--- src/rtl/ffud_pkg.sv ---
package ffud_pkg;

    localparam int KEY_BYTES = 8;
    localparam int KPOS_W    = 3;
    localparam int KLEN_W    = 4;
    localparam int NSLOT     = 4;
    localparam int SLOT_W    = 2;
    localparam int CNT_W     = 3;
    localparam int QDEPTH    = 4;
    localparam int QPTR_W    = 2;
    localparam int QCNT_W    = 3;
    localparam int CFG_IDX_W = 1;

    localparam logic [7:0] CH_AMP   = 8'h26;
    localparam logic [7:0] CH_EQ    = 8'h3D;
    localparam logic [7:0] CH_PCT   = 8'h25;
    localparam logic [7:0] CH_PLUS  = 8'h2B;
    localparam logic [7:0] CH_SPACE = 8'h20;

    localparam logic [CFG_IDX_W-1:0] CFG_KEY_BYTES  = 1'b0;
    localparam logic [CFG_IDX_W-1:0] CFG_KEY_LENGTH = 1'b1;

    typedef enum logic [1:0] {
        PH_KEY,
        PH_VALUE,
        PH_SKIP,
        PH_DONE
    } t_phase;

    typedef struct packed {
        logic [7:0] data;
        logic       is_end;
        logic       found;
    } t_res;

    typedef struct packed {
        logic [CNT_W-1:0]     cnt;
        t_res [NSLOT-1:0]     slots;
    } t_cmd;

    function automatic logic is_hex(input logic [7:0] c);
        return (c >= 8'h30 && c <= 8'h39) || (c >= 8'h41 && c <= 8'h46) ||
               (c >= 8'h61 && c <= 8'h66);
    endfunction

    function automatic logic [3:0] hex_val(input logic [7:0] c);
        if (c <= 8'h39) begin
            return c[3:0];
        end
        return c[3:0] + 4'd9;
    endfunction

endpackage

--- src/rtl/form_field_url_decoder.sv ---
// Form field extractor with percent decoding.
// Input stream: one body byte per word on s_axis_tdata, s_axis_tlast on the
// final byte. Output stream: one result per word; tuser[0] = byte_valid with
// the decoded byte on tdata, tlast = end marker with tuser[1] = found.
// Config channel: index 0 writes the key bytes (first char in bits 7:0),
// index 1 writes the key length (bits 3:0). Always ready; write only idle.
// The parser takes one byte per cycle and turns it into a bundle of 0 to 4
// results, held in a 4-entry queue; the output side drains one result per
// cycle. Each result passes through the queue, r_cmd and the output register.
// Sustained rate is one byte per cycle while each byte gives at most one
// result; escape flushes and end markers add more results to a bundle.
// Reset clears the key registers to zero, the parse state and the queue.
// When the receiver stalls the output word holds, the queue fills, and
// s_axis_tready drops once the queue is full.
module form_field_url_decoder import ffud_pkg::*; (
    input  logic                 i_clk,
    input  logic                 i_rst_n,
    input  logic                 s_axis_tvalid,
    output logic                 s_axis_tready,
    input  logic [7:0]           s_axis_tdata,   // in_byte
    input  logic                 s_axis_tlast,
    output logic                 m_axis_tvalid,
    input  logic                 m_axis_tready,
    output logic [7:0]           m_axis_tdata,   // value_byte
    output logic [1:0]           m_axis_tuser,   // byte_valid, found
    output logic                 m_axis_tlast,
    input  logic                 i_cfg_valid,
    output logic                 o_cfg_ready,
    input  logic [CFG_IDX_W-1:0] i_cfg_index,
    input  logic [63:0]          i_cfg_data
);

    logic accept, push, q_full, q_valid, q_pop;
    t_cmd f_cmd, q_cmd;

    assign o_cfg_ready   = 1'b1;
    assign s_axis_tready = !q_full;
    assign accept        = s_axis_tvalid && !q_full;

    ffud_front u_front (
        .i_clk       (i_clk),
        .i_rst_n     (i_rst_n),
        .i_cfg_valid (i_cfg_valid),
        .i_cfg_index (i_cfg_index),
        .i_cfg_data  (i_cfg_data),
        .i_accept    (accept),
        .i_byte      (s_axis_tdata),
        .i_last      (s_axis_tlast),
        .o_push      (push),
        .o_cmd       (f_cmd)
    );

    ffud_queue u_queue (
        .i_clk   (i_clk),
        .i_rst_n (i_rst_n),
        .i_push  (push),
        .i_cmd   (f_cmd),
        .i_pop   (q_pop),
        .o_full  (q_full),
        .o_valid (q_valid),
        .o_cmd   (q_cmd)
    );

    ffud_back u_back (
        .i_clk     (i_clk),
        .i_rst_n   (i_rst_n),
        .i_q_valid (q_valid),
        .i_q_cmd   (q_cmd),
        .o_q_pop   (q_pop),
        .o_tvalid  (m_axis_tvalid),
        .i_tready  (m_axis_tready),
        .o_tdata   (m_axis_tdata),
        .o_tuser   (m_axis_tuser),
        .o_tlast   (m_axis_tlast)
    );

endmodule

--- src/rtl/ffud_front.sv ---
module ffud_front import ffud_pkg::*; (
    input  logic                 i_clk,
    input  logic                 i_rst_n,
    input  logic                 i_cfg_valid,
    input  logic [CFG_IDX_W-1:0] i_cfg_index,
    input  logic [63:0]          i_cfg_data,
    input  logic                 i_accept,
    input  logic [7:0]           i_byte,
    input  logic                 i_last,
    output logic                 o_push,
    output t_cmd                 o_cmd
);

    logic [KEY_BYTES-1:0][7:0] r_key;
    logic [KLEN_W-1:0]         r_klen;
    t_phase                    r_phase, n_phase, s_phase;
    logic [KLEN_W-1:0]         r_pos, n_pos, s_pos;
    logic                      r_mis, n_mis, s_mis;
    logic [1:0]                r_hcnt, n_hcnt, s_hcnt;
    logic [7:0]                r_hdig, n_hdig, s_hdig;

    logic [KLEN_W-1:0] klen;
    logic              hex_b, is_amp, is_eq;

    assign klen   = (r_klen > KLEN_W'(KEY_BYTES)) ? KLEN_W'(KEY_BYTES) : r_klen;
    assign hex_b  = is_hex(i_byte);
    assign is_amp = (i_byte == CH_AMP);
    assign is_eq  = (i_byte == CH_EQ);

    // parse state after this byte, then the end-of-body clear
    always_comb begin : next_state
        s_phase = r_phase;
        s_pos   = r_pos;
        s_mis   = r_mis;
        s_hcnt  = r_hcnt;
        s_hdig  = r_hdig;
        case (r_phase)
            PH_KEY: begin
                if (is_amp) begin
                    s_pos = '0;
                    s_mis = 1'b0;
                end else if (is_eq) begin
                    if (!r_mis && r_pos == klen) begin
                        s_phase = PH_VALUE;
                        s_hcnt  = 2'd0;
                    end else begin
                        s_phase = PH_SKIP;
                    end
                end else if (!r_mis) begin
                    if (r_pos < klen && r_key[r_pos[KPOS_W-1:0]] == i_byte) begin
                        s_pos = r_pos + 1'b1;
                    end else begin
                        s_mis = 1'b1;
                    end
                end
            end
            PH_VALUE: begin
                if (r_hcnt == 2'd1 && hex_b) begin
                    s_hdig = i_byte;
                    s_hcnt = 2'd2;
                end else if (r_hcnt == 2'd2 && hex_b) begin
                    s_hcnt = 2'd0;
                end else begin
                    s_hcnt = 2'd0;
                    if (i_byte == CH_PCT) begin
                        s_hcnt = 2'd1;
                    end else if (is_amp) begin
                        s_phase = PH_DONE;
                    end
                end
            end
            PH_SKIP: begin
                if (is_amp) begin
                    s_phase = PH_KEY;
                    s_pos   = '0;
                    s_mis   = 1'b0;
                end
            end
            default: begin
            end
        endcase

        n_phase = s_phase;
        n_pos   = s_pos;
        n_mis   = s_mis;
        n_hcnt  = s_hcnt;
        n_hdig  = s_hdig;
        if (i_last) begin
            n_phase = PH_KEY;
            n_pos   = '0;
            n_mis   = 1'b0;
            n_hcnt  = 2'd0;
        end
    end

    // results caused by this byte
    always_comb begin : outputs
        logic [CNT_W-1:0] k;
        k     = '0;
        o_cmd = '0;
        if (r_phase == PH_VALUE) begin
            if (r_hcnt == 2'd1 && hex_b) begin
                k = k;
            end else if (r_hcnt == 2'd2 && hex_b) begin
                o_cmd.slots[k[SLOT_W-1:0]] = '{data: {hex_val(r_hdig), hex_val(i_byte)},
                                               is_end: 1'b0, found: 1'b0};
                k = k + 1'b1;
            end else begin
                if (r_hcnt != 2'd0) begin
                    o_cmd.slots[k[SLOT_W-1:0]] = '{data: CH_PCT, is_end: 1'b0, found: 1'b0};
                    k = k + 1'b1;
                end
                if (r_hcnt == 2'd2) begin
                    o_cmd.slots[k[SLOT_W-1:0]] = '{data: r_hdig, is_end: 1'b0, found: 1'b0};
                    k = k + 1'b1;
                end
                if (i_byte == CH_PCT) begin
                    k = k;
                end else if (i_byte == CH_PLUS) begin
                    o_cmd.slots[k[SLOT_W-1:0]] = '{data: CH_SPACE, is_end: 1'b0, found: 1'b0};
                    k = k + 1'b1;
                end else if (is_amp) begin
                    o_cmd.slots[k[SLOT_W-1:0]] = '{data: 8'h00, is_end: 1'b1, found: 1'b1};
                    k = k + 1'b1;
                end else begin
                    o_cmd.slots[k[SLOT_W-1:0]] = '{data: i_byte, is_end: 1'b0, found: 1'b0};
                    k = k + 1'b1;
                end
            end
        end
        if (i_last) begin
            if (s_phase == PH_VALUE) begin
                if (s_hcnt != 2'd0) begin
                    o_cmd.slots[k[SLOT_W-1:0]] = '{data: CH_PCT, is_end: 1'b0, found: 1'b0};
                    k = k + 1'b1;
                end
                if (s_hcnt == 2'd2) begin
                    o_cmd.slots[k[SLOT_W-1:0]] = '{data: s_hdig, is_end: 1'b0, found: 1'b0};
                    k = k + 1'b1;
                end
                o_cmd.slots[k[SLOT_W-1:0]] = '{data: 8'h00, is_end: 1'b1, found: 1'b1};
                k = k + 1'b1;
            end else if (s_phase != PH_DONE) begin
                o_cmd.slots[k[SLOT_W-1:0]] = '{data: 8'h00, is_end: 1'b1, found: 1'b0};
                k = k + 1'b1;
            end
        end
        o_cmd.cnt = k;
    end

    assign o_push = i_accept && (o_cmd.cnt != '0);

    always_ff @(posedge i_clk) begin
        if (!i_rst_n) begin
            r_key   <= '0;
            r_klen  <= '0;
            r_phase <= PH_KEY;
            r_pos   <= '0;
            r_mis   <= 1'b0;
            r_hcnt  <= 2'd0;
            r_hdig  <= '0;
        end else begin
            if (i_cfg_valid) begin
                case (i_cfg_index)
                    CFG_KEY_BYTES:  r_key  <= i_cfg_data;
                    CFG_KEY_LENGTH: r_klen <= i_cfg_data[KLEN_W-1:0];
                    default: begin
                    end
                endcase
            end
            if (i_accept) begin
                r_phase <= n_phase;
                r_pos   <= n_pos;
                r_mis   <= n_mis;
                r_hcnt  <= n_hcnt;
                r_hdig  <= n_hdig;
            end
        end
    end

endmodule

--- src/rtl/ffud_queue.sv ---
module ffud_queue import ffud_pkg::*; (
    input  logic i_clk,
    input  logic i_rst_n,
    input  logic i_push,
    input  t_cmd i_cmd,
    input  logic i_pop,
    output logic o_full,
    output logic o_valid,
    output t_cmd o_cmd
);

    t_cmd              r_mem [QDEPTH];
    logic [QPTR_W-1:0] r_wptr, r_rptr;
    logic [QCNT_W-1:0] r_cnt;
    logic              do_pop;

    assign o_full  = (r_cnt == QCNT_W'(QDEPTH));
    assign o_valid = (r_cnt != '0);
    assign o_cmd   = r_mem[r_rptr];
    assign do_pop  = i_pop && o_valid;

    always_ff @(posedge i_clk) begin
        if (i_push) begin
            r_mem[r_wptr] <= i_cmd;
        end
    end

    always_ff @(posedge i_clk) begin
        if (!i_rst_n) begin
            r_wptr <= '0;
            r_rptr <= '0;
            r_cnt  <= '0;
        end else begin
            if (i_push) begin
                r_wptr <= r_wptr + 1'b1;
            end
            if (do_pop) begin
                r_rptr <= r_rptr + 1'b1;
            end
            if (i_push && !do_pop) begin
                r_cnt <= r_cnt + 1'b1;
            end else if (!i_push && do_pop) begin
                r_cnt <= r_cnt - 1'b1;
            end
        end
    end

endmodule

--- src/rtl/ffud_back.sv ---
module ffud_back import ffud_pkg::*; (
    input  logic       i_clk,
    input  logic       i_rst_n,
    input  logic       i_q_valid,
    input  t_cmd       i_q_cmd,
    output logic       o_q_pop,
    output logic       o_tvalid,
    input  logic       i_tready,
    output logic [7:0] o_tdata,
    output logic [1:0] o_tuser,
    output logic       o_tlast
);

    t_cmd              r_cmd;
    logic [SLOT_W-1:0] r_idx;
    logic              r_have;
    logic              r_ovalid;
    logic [7:0]        r_odata;
    logic [1:0]        r_ouser;
    logic              r_olast;

    t_res cur;
    logic out_load, take, fin;

    assign cur      = r_cmd.slots[r_idx];
    assign out_load = !r_ovalid || i_tready;
    assign take     = out_load && r_have;
    assign fin      = (r_idx == r_cmd.cnt[SLOT_W-1:0] - SLOT_W'(1));
    assign o_q_pop  = !r_have || (take && fin);

    always_ff @(posedge i_clk) begin
        if (o_q_pop && i_q_valid) begin
            r_cmd <= i_q_cmd;
        end
        if (take) begin
            r_odata <= cur.data;
            r_ouser <= {cur.found, !cur.is_end};
            r_olast <= cur.is_end;
        end
    end

    always_ff @(posedge i_clk) begin
        if (!i_rst_n) begin
            r_idx    <= '0;
            r_have   <= 1'b0;
            r_ovalid <= 1'b0;
        end else begin
            if (out_load) begin
                r_ovalid <= r_have;
            end
            if (o_q_pop) begin
                r_have <= i_q_valid;
                r_idx  <= '0;
            end else if (take) begin
                r_idx <= r_idx + 1'b1;
            end
        end
    end

    assign o_tvalid = r_ovalid;
    assign o_tdata  = r_odata;
    assign o_tuser  = r_ouser;
    assign o_tlast  = r_olast;

endmodule

--- config.mk ---
export PLATFORM = sky130hd
export DESIGN_NAME = form_field_url_decoder
export DESIGN_NICKNAME = d
export VERILOG_FILES = /design/src/rtl/ffud_pkg.sv /design/src/rtl/form_field_url_decoder.sv /design/src/rtl/ffud_front.sv /design/src/rtl/ffud_queue.sv /design/src/rtl/ffud_back.sv
export SDC_FILE = /design/constraint.sdc
export NUM_CORES = 1
export LEC_CHECK = 0
export ABC_AREA = 1
export BUFFER_PORTS_ARGS = -buffer_cell sky130_fd_sc_hd__buf_2
export CORE_MARGIN = 2
export CORE_UTILIZATION = 61
export CTS_CLUSTER_DIAMETER = 100
export CTS_CLUSTER_SIZE = 25
export DETAILED_ROUTE_END_ITERATION = 12
export GPL_ROUTABILITY_DRIVEN = 1
export GPL_TIMING_DRIVEN = 0
export PLACE_DENSITY = 0.8
export SLEW_MARGIN = 30
export SYNTH_ARGS = -nofsm -noshare
export SYNTH_HDL_FRONTEND = slang
export SYNTH_HIERARCHICAL = 1
export SYNTH_SLANG_ARGS = --single-unit
--- constraint.sdc ---
create_clock -name i_clk -period 7.3 [get_ports i_clk]
set_input_delay 1.095 -clock i_clk [delete_from_list [all_inputs] [get_ports i_clk]]
set_output_delay 1.095 -clock i_clk [all_outputs]
set_load 0.01 [all_outputs]
After elaboration in Yosys (flattened, before gate mapping)
Memories as Yosys holds them, arrays and structs flattened. A register that Yosys moved wholly into a read port is not among the register bits.
Cells that the tools add are included.
{ "word_totals": {"reg_bits": 107, "out_inout_bits": 14, "n_memories": 1, "romBits": 0, "mem_bits_rw": 172, "in_bits": 79, "latchBits": 0} }
{ "mem_list": {"columns": ["memory", "depth", "width", "rd", "rd_ports_with_merged_regs", "write_ports", "line_no", "rtl"], "rows": [
  ["u_queue.r_mem", 4, 43, 1, 1, 1, "ffud_queue.sv:12", "t_cmd r_mem [QDEPTH];"]
]} }
{ "classes": {"n_mul": 0, "div": 0, "magnitude_cmp": 21, "n_bitwise": 17, "reduce_logical": 42, "shifts": 0, "addsub": 14, "mux": 113, "n_eq_ne": 19} }
{ "op_table": {"columns": ["cell", "count"], "rows": [
  ["$mux 40", 18],
  ["$bwmux 40", 3],
  ["$demux 10 s2", 5],
  ["$mux 10", 10],
  ["$and 36x36->36", 2],
  ["$not 36->36", 2],
  ["$mux 3", 22],
  ["$and 32x32->32", 2],
  ["$not 32->32", 2],
  ["$mux 4", 11],
  ["$eq 8x6->1 const B", 4],
  ["$mux 8", 4],
  ["$mux 2", 15],
  ["$mux 30", 1],
  ["$and 28x28->28", 1],
  ["$not 28->28", 1],
  ["$bmux 8 s3", 1],
  ["$bmux 10 s2", 1],
  ["$logic_and 1x1->1", 19],
  ["$add 3x1->3 const B", 6],
  ["$lt 2x3->1 const B", 6],
  ["$mux 1", 18],
  ["$ge 8x7->1 const B", 2],
  ["$le 8x6->1 const B", 2],
  ["other kinds (39)", 68]
]} }

Logic depth before layout (Yosys ltp)
Gate-level depths: netlist of run 1.
{ "logic_depth": {"depth_word": 36, "depth_mapped": 36, "mapped_depth_nobuf": 36} }

Hierarchy
Netlist of run 1, hierarchy kept.
{ "by_module_without_submodules": {"columns": ["module", "area_per_inst_um2", "n_inst", "seq_area_each_um2", "cells_per_inst"], "rows": [
  ["ffud_queue", 6817.8, 1, 5345.1, 478],
  ["ffud_front", 5974.5, 1, 1701.6, 936],
  ["ffud_back", 2110.8, 1, 1671.6, 143],
  ["form_field_url_decoder", 25.0, 1, 0.0, 5]
]} }

Worst setup path before layout of run 1
OpenSTA, ideal clock, no wires.
{ "synth_timing": {"path_kind": "input to register", "startpoint": "input port s_axis_tdata[1]", "endpoint": "memory u_queue/r_mem[0][0] (netlist name) (enable)", "arrival_ns": 5.185, "setup_slack_ns": 1.718, "cell_stages": 28, "setup_ns": 0.397, "t_required_ns": 6.903, "path_cell_list": "inv_1 -> ha_1 -> inv_1 -> nand3_1 -> nand3_1 -> nand2_4 -> nand2_2 -> nand2_2 -> nor2_4 -> inv_2 -> nor2_8 -> inv_1 -> ha_1 -> nand2_1 -> nand2_2 -> inv_1 -> ha_1 -> inv_1 -> o21ai_0 -> ha_1 -> inv_1 -> nand3_1 -> nand3_1 -> nand3_1 -> nand2_1 -> a21oi_1 -> nand2_1 -> inv_1"} }
{ "synth_via": {"elab_chain_len": 23} }
{ "synth_lines": {"columns": ["item", "line_no", "rtl"], "rows": [
  ["start, declared", "form_field_url_decoder.sv:20", "input logic [7:0] s_axis_tdata,"],
  ["$ge 8x6->1 (tied with other cells)", "ffud_pkg.sv:42", "return (c >= 8'h30 && c <= 8'h39) || (c >= 8'h41 && c <= 8'h46) ||"],
  ["$logic_and 1x1->1", "ffud_pkg.sv:42", null],
  ["$logic_or 1x1->1 (2 in a row)", "ffud_pkg.sv:42", null],
  ["$logic_and 1x1->1", "ffud_front.sv:61, ffud_front.sv:104", null],
  ["$mux 3 or $mux 2 (tied branches)", "ffud_front.sv:104, ffud_front.sv:61", null],
  ["$mux 3 or $mux 2 (tied branches)", "ffud_front.sv:102, ffud_front.sv:58", null],
  ["$mux 3 or $pmux 2 s2 (tied branches)", "ffud_front.sv:101, ffud_front.sv:37", null],
  ["$add 3x1->3 or $reduce_bool 2->1 (tied branches)", "ffud_front.sv:135, ffud_front.sv:145, ffud_front.sv:133", null],
  ["(+7 left out)", null, null],
  ["$add 3x1->3", "ffud_front.sv:142", "k = k + 1'b1;"],
  ["$mux 3", "ffud_front.sv:132", "if (s_phase == PH_VALUE) begin"],
  ["$mux 3 (*)", "ffud_front.sv:131", "if (i_last) begin"],
  ["$reduce_bool 3->1 (*)", "ffud_front.sv:151", "assign o_push = i_accept && (o_cmd.cnt != '0);"],
  ["$logic_and 1x1->1 (*)", "ffud_front.sv:151", null],
  ["via push", "form_field_url_decoder.sv:33", "logic accept, push, q_full, q_valid, q_pop;"],
  ["$mux 1 (*)", "ffud_queue.sv:23", "if (i_push) begin"],
  ["$mux 1 (implied by the code) (*)", "ffud_queue.sv:24", "r_mem[r_wptr] <= i_cmd;"],
  ["end, declared", "ffud_queue.sv:12", null]
]} }
The timed path passes the listed nets; every way through them passes the cells marked *. The select of a mux whose other input is x is not followed.

Worst setup path after layout of run 1
{ "layout_timing": {"startpoint": "input port s_axis_tdata[1]", "endpoint": "register u_queue.r_cnt[2]"} }
{ "layout_via": {"elab_chain_len": 24} }
{ "layout_lines": {"columns": ["item", "line_no", "rtl"], "rows": [
  ["$ge 8x6->1 (tied with other cells)", "ffud_pkg.sv:42", null],
  ["$logic_and 1x1->1", "ffud_pkg.sv:42", null],
  ["$logic_or 1x1->1 (2 in a row)", "ffud_pkg.sv:42", null],
  ["$logic_and 1x1->1", "ffud_front.sv:61, ffud_front.sv:104", null],
  ["$mux 3 or $mux 2 (tied branches)", "ffud_front.sv:104, ffud_front.sv:61", null],
  ["$mux 3 or $mux 2 (tied branches)", "ffud_front.sv:102, ffud_front.sv:58", null],
  ["$mux 3 or $pmux 2 s2 (tied branches)", "ffud_front.sv:101, ffud_front.sv:37", null],
  ["$add 3x1->3 or $reduce_bool 2->1 (tied branches)", "ffud_front.sv:135, ffud_front.sv:145, ffud_front.sv:133", null],
  ["(+8 left out)", null, null],
  ["$mux 3", "ffud_front.sv:132", null],
  ["$mux 3 (*)", "ffud_front.sv:131", null],
  ["$reduce_bool 3->1 (*)", "ffud_front.sv:151", null],
  ["$logic_and 1x1->1 (*)", "ffud_front.sv:151", null],
  ["via push", "form_field_url_decoder.sv:33", null],
  ["$logic_not 1->1", "ffud_queue.sv:42", "end else if (!i_push && do_pop) begin"],
  ["$logic_and 1x1->1", "ffud_queue.sv:42", null],
  ["$reduce_bool 2->1 (no line)", null, null],
  ["end signal, assigned", "ffud_queue.sv:41", "r_cnt <= r_cnt + 1'b1;"],
  ["end signal, assigned", "ffud_queue.sv:43", "r_cnt <= r_cnt - 1'b1;"],
  ["end, declared", "ffud_queue.sv:14", "logic [QCNT_W-1:0] r_cnt;"]
]} }
Marked as above.
A chain may end at the register's enable or synchronous reset.

==> results.md, run 1 <==
* Met3 WL post-DR at 3.25 mm
* DP Cell Count at about 2000
* VDD IR max at between 0.15 and 0.2 mV
* CTS Buf Count at 16
* M1 WL at 15.3 mm
* Global-route wire length before repair at between 50 and 60 mm
* Crit path time final at around 6000 ps
* CTS tree: done
* Resized cells post-CTS at 0
* Clock insertion delay at the later pin of the skew report at approximately 510 ps
* Largest net degree at the start of global routing at 43
* CP required at 7710 ps
* Crit share post-route at 0.825
* Clock Power Share at 0.218
* Combinational group share of total power at 0.245
* Post-route antenna net violation count at 0
* Design area at 16200 sq um
* Initial core utilization at 0.626
* Slew Viols, Final at 0
* Slowest stage delay, CP at 630 ps
* Util after Layout at 0.684
* Syn Area/Cell at roughly 9.5 sq um
* Root buf cell: clkbuf_16
* Status: completed
* Total grt overflow at 0
* Hold Crit Class: reg -> reg
* Hold Path End: u_front/r_key[12]$_SDFFE_PN0P_
* Io pins at 93
* Fin. Hold Viols at 0
* CTS HTree Levels at 1
* Die width at 160 um
* Area Overhead vs Synth at 9.27%
* GPL Wtd Cong at between 0.9 and 1
* Sw Share at 0.314
* Layout cell share with drive strength beyond 1 at 0.135
* Cts hold-fix bufs at 0
* Post-Synthesis Cells at around 1600
* # DRC at 0
* Hold Crit Depth at 2
* Post-DP Area at 15700 sq um
* Drt pass-1 iters at 7
* Post-synthesis cell area at around 15000 sq um
* Vias per inst at 5.88
* Max-cap violations at 0
* RSZ-0062 raised after global routing: false
* Die area at 25500 sq um
* Post-CTS repair timing setup buffer count at 0
* Vias in the first global route at around 11000
* Final Power at 4.46 mW
* Die Height at 160 um
* Core area at 23600 sq um
* R2R Path End: u_queue/r_cnt[2]$_SDFFE_PN0P_
* Leakage at 6.34 nW
* CTS max path bufs at 3
* Crit path top cell by count: inv_1
* Critical path peak fanout at 7
* Antenna diode count at 0
* Setup CP Type: in -> reg
* Switch Pwr at 1.40 mW
* Initial antenna violation count at 0
* Fillers at ~1800
* Peak Freq at 166 MHz
* Worst Skew at ~14 ps
* Flop pwr share at 0.537
* R2R depth at 30
* Reg2Reg Setup Slack at ~1900 ps
* CP max stage cell: a21oi_1
* Worst hold start: u_front/r_key[12]$_SDFFE_PN0P_
* Reg area at around 8600 sq um
* Syn_nets at roughly 1700
* I/O Buffers at 89
* Critical Path Start: s_axis_tdata[1]
* Nets at 1768
* WL/cell at 19.0 um
* Site row count at 56
* Clock transition at path regs at 100 ps
* Power Dens Cells at 276 nW/um^2
* WP data arrival at ~6400 ps
* Total internal power at between 3 and 4 mW
* Multi-input logic area at approximately 5300 sq um
* Top Layer Used: met4
* Crit path capture type: flop
* Reg-to-Reg Start: u_front/r_pos[0]$_SDFFE_PN0P_
* All-layer global routing usage at 0.292
* Worst-Margin Slew at around 880 ps
* Critical path launch point type: primary input
* Iter 0 DRT Violations at between 1000 and 1500
* Clock sink count at 319
* Final Non-Filler Cells at 1989
* Synth Warn # at 6
* Setup TNS Final at 0 ps
* Vias at 11700
* Headroom to the max-slew limit at 0.406
* Drt total wl at ~38 mm
* Metal2 WL at 18.1 mm
* Number of setup violations in the final report at 0
* DP Wirelength at 27.4 mm
[worst max-delay path by stage]
| stage | endpoint | cells after the start |
|---|---|---|
| floorplan | u_queue/r_mem[0][0]$_DFFE_PP_ | 28 |
| global placement | u_queue/r_mem[3][13]$_DFFE_PP_ | 29 |
| detailed placement | u_queue/r_cnt[2]$_SDFFE_PN0P_ | 36 |
| CTS | u_queue/r_cnt[2]$_SDFFE_PN0P_ | 36 |
| global route | u_queue/r_cnt[2]$_SDFFE_PN0P_ | 36 |
| finish | u_queue/r_cnt[2]$_SDFFE_PN0P_ | 36 |
[power by group through the flow]
| stage | sequential [mW] | combinational, mW | clock (mW) |
|---|---|---|---|
| 2_1_floorplan | 2.41 | 0.685 | 0 |
| 3_3_place_gp | 2.45 | 1.02 | 0 |
| 3_5_place_dp | 2.44 | 1.07 | 0 |
| 4_1_cts | 2.40 | 1.08 | 0.988 |
| 5_1_grt | 2.42 | 1.19 | 1.05 |
| 6_report | 2.40 | 1.09 | 0.972 |
[final cells by class]
cell class | instances | area share
Clock inverter | 1 | 0.000542
Timing Repair Buffer | 91 | 0.0294
Sequential cell | 319 | 0.532
Inverter | 133 | 0.0318
Clock buffer | 26 | 0.0284
Buffer | 76 | 0.0250
Multi-Input combinational cell | 1024 | 0.328
Tap cell | 319 | 0.0247
[registers in the layout, summed over array words and instances, names as in the netlist, 3 cells and up, named ones only]
name and flops:
u_front/r_pos 4, u_back/o_tdata 8, u_queue/r_cnt 3, u_front/r_hdig 8, u_front/r_key 64, u_queue/r_mem 168, u_back/r_cmd 42, u_front/r_klen 4
[per-stage QoR]
step	hold slack, ps	worst slack (ps)
floorplan	429	1760
global placement	446	-0.424
detailed placement	450	808
CTS	464	1340
global route	475	914
finish	465	1270
[worst max-delay path, delay by kind of cell]
family,cells,cell delay [ps]
simple gates,18,1640
buf+inv,10,920
compound gates,2,990
fa+ha+maj,6,1790
[layer usage]
| metal | global-route usage | up-vias |
|---|---|---|
| li1 | - | 5543 |
| met1 | 0.404 | 5501 |
| met2 | 0.493 | 581 |
| met3 | 0.0301 | 79 |
| met4 | 0.0901 | 0 |
| met5 | 0 | - |
[placed cells by master, fill, tap and decap left out, types with 3 or more instances in the layout]
cell type  instances
buf_6              6
nand2_1          183
o22ai_1           59
nand3_1           68
clkinv_1           3
o31ai_1            3
inv_2             19
nor2_1           266
nand3_2            8
nand2_4            6
dfxtp_1           98
xor2_1             7
nand3_4            3
nand4_1            7
o211ai_1          17
nor3_1             8
inv_1            105
o21ai_0          226
nor2_8             4
ha_1              27
nor2_4             4
clkbuf_1          46
inv_4              6
clkbuf_16         17
edfxtp_1         221
a21oi_1           67
o21ai_1           14
nand2_2           13
buf_2            106
buf_4             14
nor2_2             7
Note: power is estimated with default switching activity, not from simulation.
==> run 2, diff against run 1 <==
CORE_UTILIZATION = 55   (was 61)
PLACE_DENSITY = 0.76   (was 0.8)
clock period = 5 ns   (was 7.3 ns; I/O delays follow)
==> run 2 against run 1 <==
Effect of this change:
- flip-flop and latch count unchanged
- utilization decreased by 7.0 points
- clock skew increased by 7.3 ps
- clock-buffer cell count decreased by 4
- final area increased by 1.4%
- hold slack got worse by 20 ps
- critical endpoint is now u_queue/r_cnt[1]$_SDFFE_PN0P_
- largest power group unchanged
- critical path depth decreased by 6
- wire length decreased by 0.52%
- global-route usage decreased by 2.8 points
- cell count increased by 1.7%
- combinational power increased by 49%
==> results.md, run 2 (synthesized netlist as in run 1, its figures left out) <==
* Post-route antenna net violation count at 0
* Die Height at 168 um
* Clock transition at path regs at 100 ps
* Critical path launch point type: primary input
* I/O Buffers at just under 90
* CP required at ~5400 ps
* CTS max path bufs at 3
* Die width at 168 um
* Sw Share at 0.318
* Design area at ~16000 sq um
* Post-DP Area at 15800 sq um
* Setup TNS Final at 0 ps
* Final Non-Filler Cells at 2022
* Critical path peak fanout at 7
* Power Dens Cells at 400 nW/um^2
* Combinational group share of total power at 0.247
* Util after Layout at 0.614
* Drt pass-1 iters at 5
* Flop pwr share at 0.536
* Hold Crit Depth at 3
* Setup CP Type: in -> reg
* Worst Skew at approximately 22 ps
* VDD IR max at around 0.23 mV
* Fin. Hold Viols at 0
* DP Cell Count at just under 2000
* Clock insertion delay at the later pin of the skew report at 520 ps
* Crit share post-route at 0.953
* Crit path max-delay family: adder cells
* R2R depth at 25
* Clock sink count at 319
* Initial antenna violation count at 1
* # DRC at 0
* CTS tree: done
* Total grt overflow at 0
* All-layer global routing usage at 0.265
* Site row count at 60
* Nets at 1782
* DP Wirelength at 27.5 mm
* Final Power at around 6.5 mW
* Cell depth of the worst setup path at 30
* Root buf cell: clkbuf_16
* Initial core utilization at 0.555
* Headroom to the max-slew limit at 0.263
* Worst-Margin Slew at approximately 1100 ps
* Most frequent cells in the layout: nor2_1, o21ai_0, edfxtp_1
* Peak Freq at between 200 and 250 MHz
* Cts hold-fix bufs at 0
* WP data arrival at 5170 ps
* Fillers at 2242
* Vias per inst at roughly 5.7
* WL/cell at 18.6 um
* Drt total wl at 37.6 mm
* Largest register FFs at roughly 170
* Largest net degree at the start of global routing at 27
* CTS Buf Count at 16
* Worst hold slack at 446 ps
* GPL Wtd Cong at 0.988
* Worst slack, placed at -1000 ps
* Register bank with the most flops: u_queue/r_mem
* Total internal power at 4.47 mW
* Crit path time final at 4770 ps
* CP max stage cell: fa_2
* Slowest stage delay, CP at 440 ps
* Hold Crit Class: in -> reg
* Slew Viols, Final at 0
* Reg area at 8600 sq um
* Io pins at 93
* Max-cap violations at 0
* Crit path top cell by count: inv_1
* Largest registers: u_queue/r_mem (168), u_front/r_key (64), u_back/r_cmd (42)
* Vias in the first global route at about 11000
* Post-route setup slack at 234 ps
* Layout cell share with drive strength beyond 1 at 0.149
* Clock Power Share at 0.217
* Status: completed
* Vias at ~12000
* Die area at 28200 sq um
* Global-route wire length before repair at 58.5 mm
* Area Overhead vs Synth at 10.8%
* Crit path capture type: flop
* Most common cell after layout, fill and taps aside: nor2_1
* Iter 0 DRT Violations at 1073
* Core area at 26700 sq um
* Bufs and invs on worst path at 8
* Multi-input logic area at 5330 sq um
* Leakage at 6.38 nW
* Number of setup violations in the final report at 0
* Switch Pwr at between 2 and 2.5 mW
* CTS HTree Levels at 1
[run 2: changes by cell type in the layout (fill, tap and decap cells not counted), moves of 2 or more]
cell,change
clkbuf_1,-4
buf_2,-2
ha_2,+3
inv_1,-3
buf_12,+5
inv_4,-4
buf_4,+10
clkbuf_4,+2
inv_2,+3
ha_1,-4
clkinvlp_4,+5
[run 2: worst register-to-register path: stages (launching register included)]
cell and delay [ps]:
dfxtp_1 400, inv_1 80, buf_2 180, ha_1 310
nand3_1 80, nor2_1 230, nand3_4 150, a21oi_4 200
nand3_2 190, inv_2 140, nand2_4 70, nand2_2 80
inv_1 50, ha_1 280, inv_1 50, o21ai_2 140
ha_2 290, nand3_1 80, nand3_1 180, a21oi_1 280
a21oi_4 130, ha_2 210, inv_1 90, fa_2 440
o21ai_0 160, nor2_1 50
[run 2: per-layer routing]
layer | global-route usage | up-vias | routed length (um)
met4 | 0.118 | 0 | 1790
met5 | 0 | - | 0
met1 | 0.344 | 5477 | 15300
met3 | 0.0329 | 92 | 2690
met2 | 0.447 | 469 | 17900
li1 | - | 5575 | -
[run 2: repair_timing]
| item | CTS | global route |
|---|---|---|
| resized for setup | 3 | 12 |
| endpoints found under the setup margin | 170 | 169 |
| buffers inserted | 10 | 1 |
| pin swaps | 1 | 3 |
[run 2: cell type report]
| type | instances | share of cell area |
|---|---|---|
| flip-flops and latches | 319 | 0.525 |
| multi-input cells | 1024 | 0.325 |
| repair buffers | 105 | 0.0391 |
| inverters | 133 | 0.0317 |
| clock buffers | 22 | 0.0271 |
| well taps | 341 | 0.0261 |
| plain buffers | 76 | 0.0247 |
| clock inverters | 1 | 0.000459 |
| diodes | 1 | 0.000153 |
[run 2: final timing paths]
kind	slack (ps)	endpoint	startpoint
setup reg to reg	340	u_queue/r_cnt[1]$_SDFFE_PN0P_	u_front/r_pos[0]$_SDFFE_PN0P_
hold / removal	450	u_front/r_key[35]$_SDFFE_PN0P_	i_cfg_data[35]
setup / recovery	230	u_queue/r_cnt[1]$_SDFFE_PN0P_	s_axis_tdata[1]
hold reg to reg	460	u_front/r_key[39]$_SDFFE_PN0P_	u_front/r_key[39]$_SDFFE_PN0P_
[run 2: power groups by stage]
stage               Clock (mW)  Sequential (mW)  Combinational (mW)
finish                    1.42             3.51                1.62
global route              1.53             3.54                1.78
CTS                       1.44             3.51                1.59
detailed placement           0             3.57                1.58
global placement             0             3.58                1.50
floorplan                    0             3.51                1.00
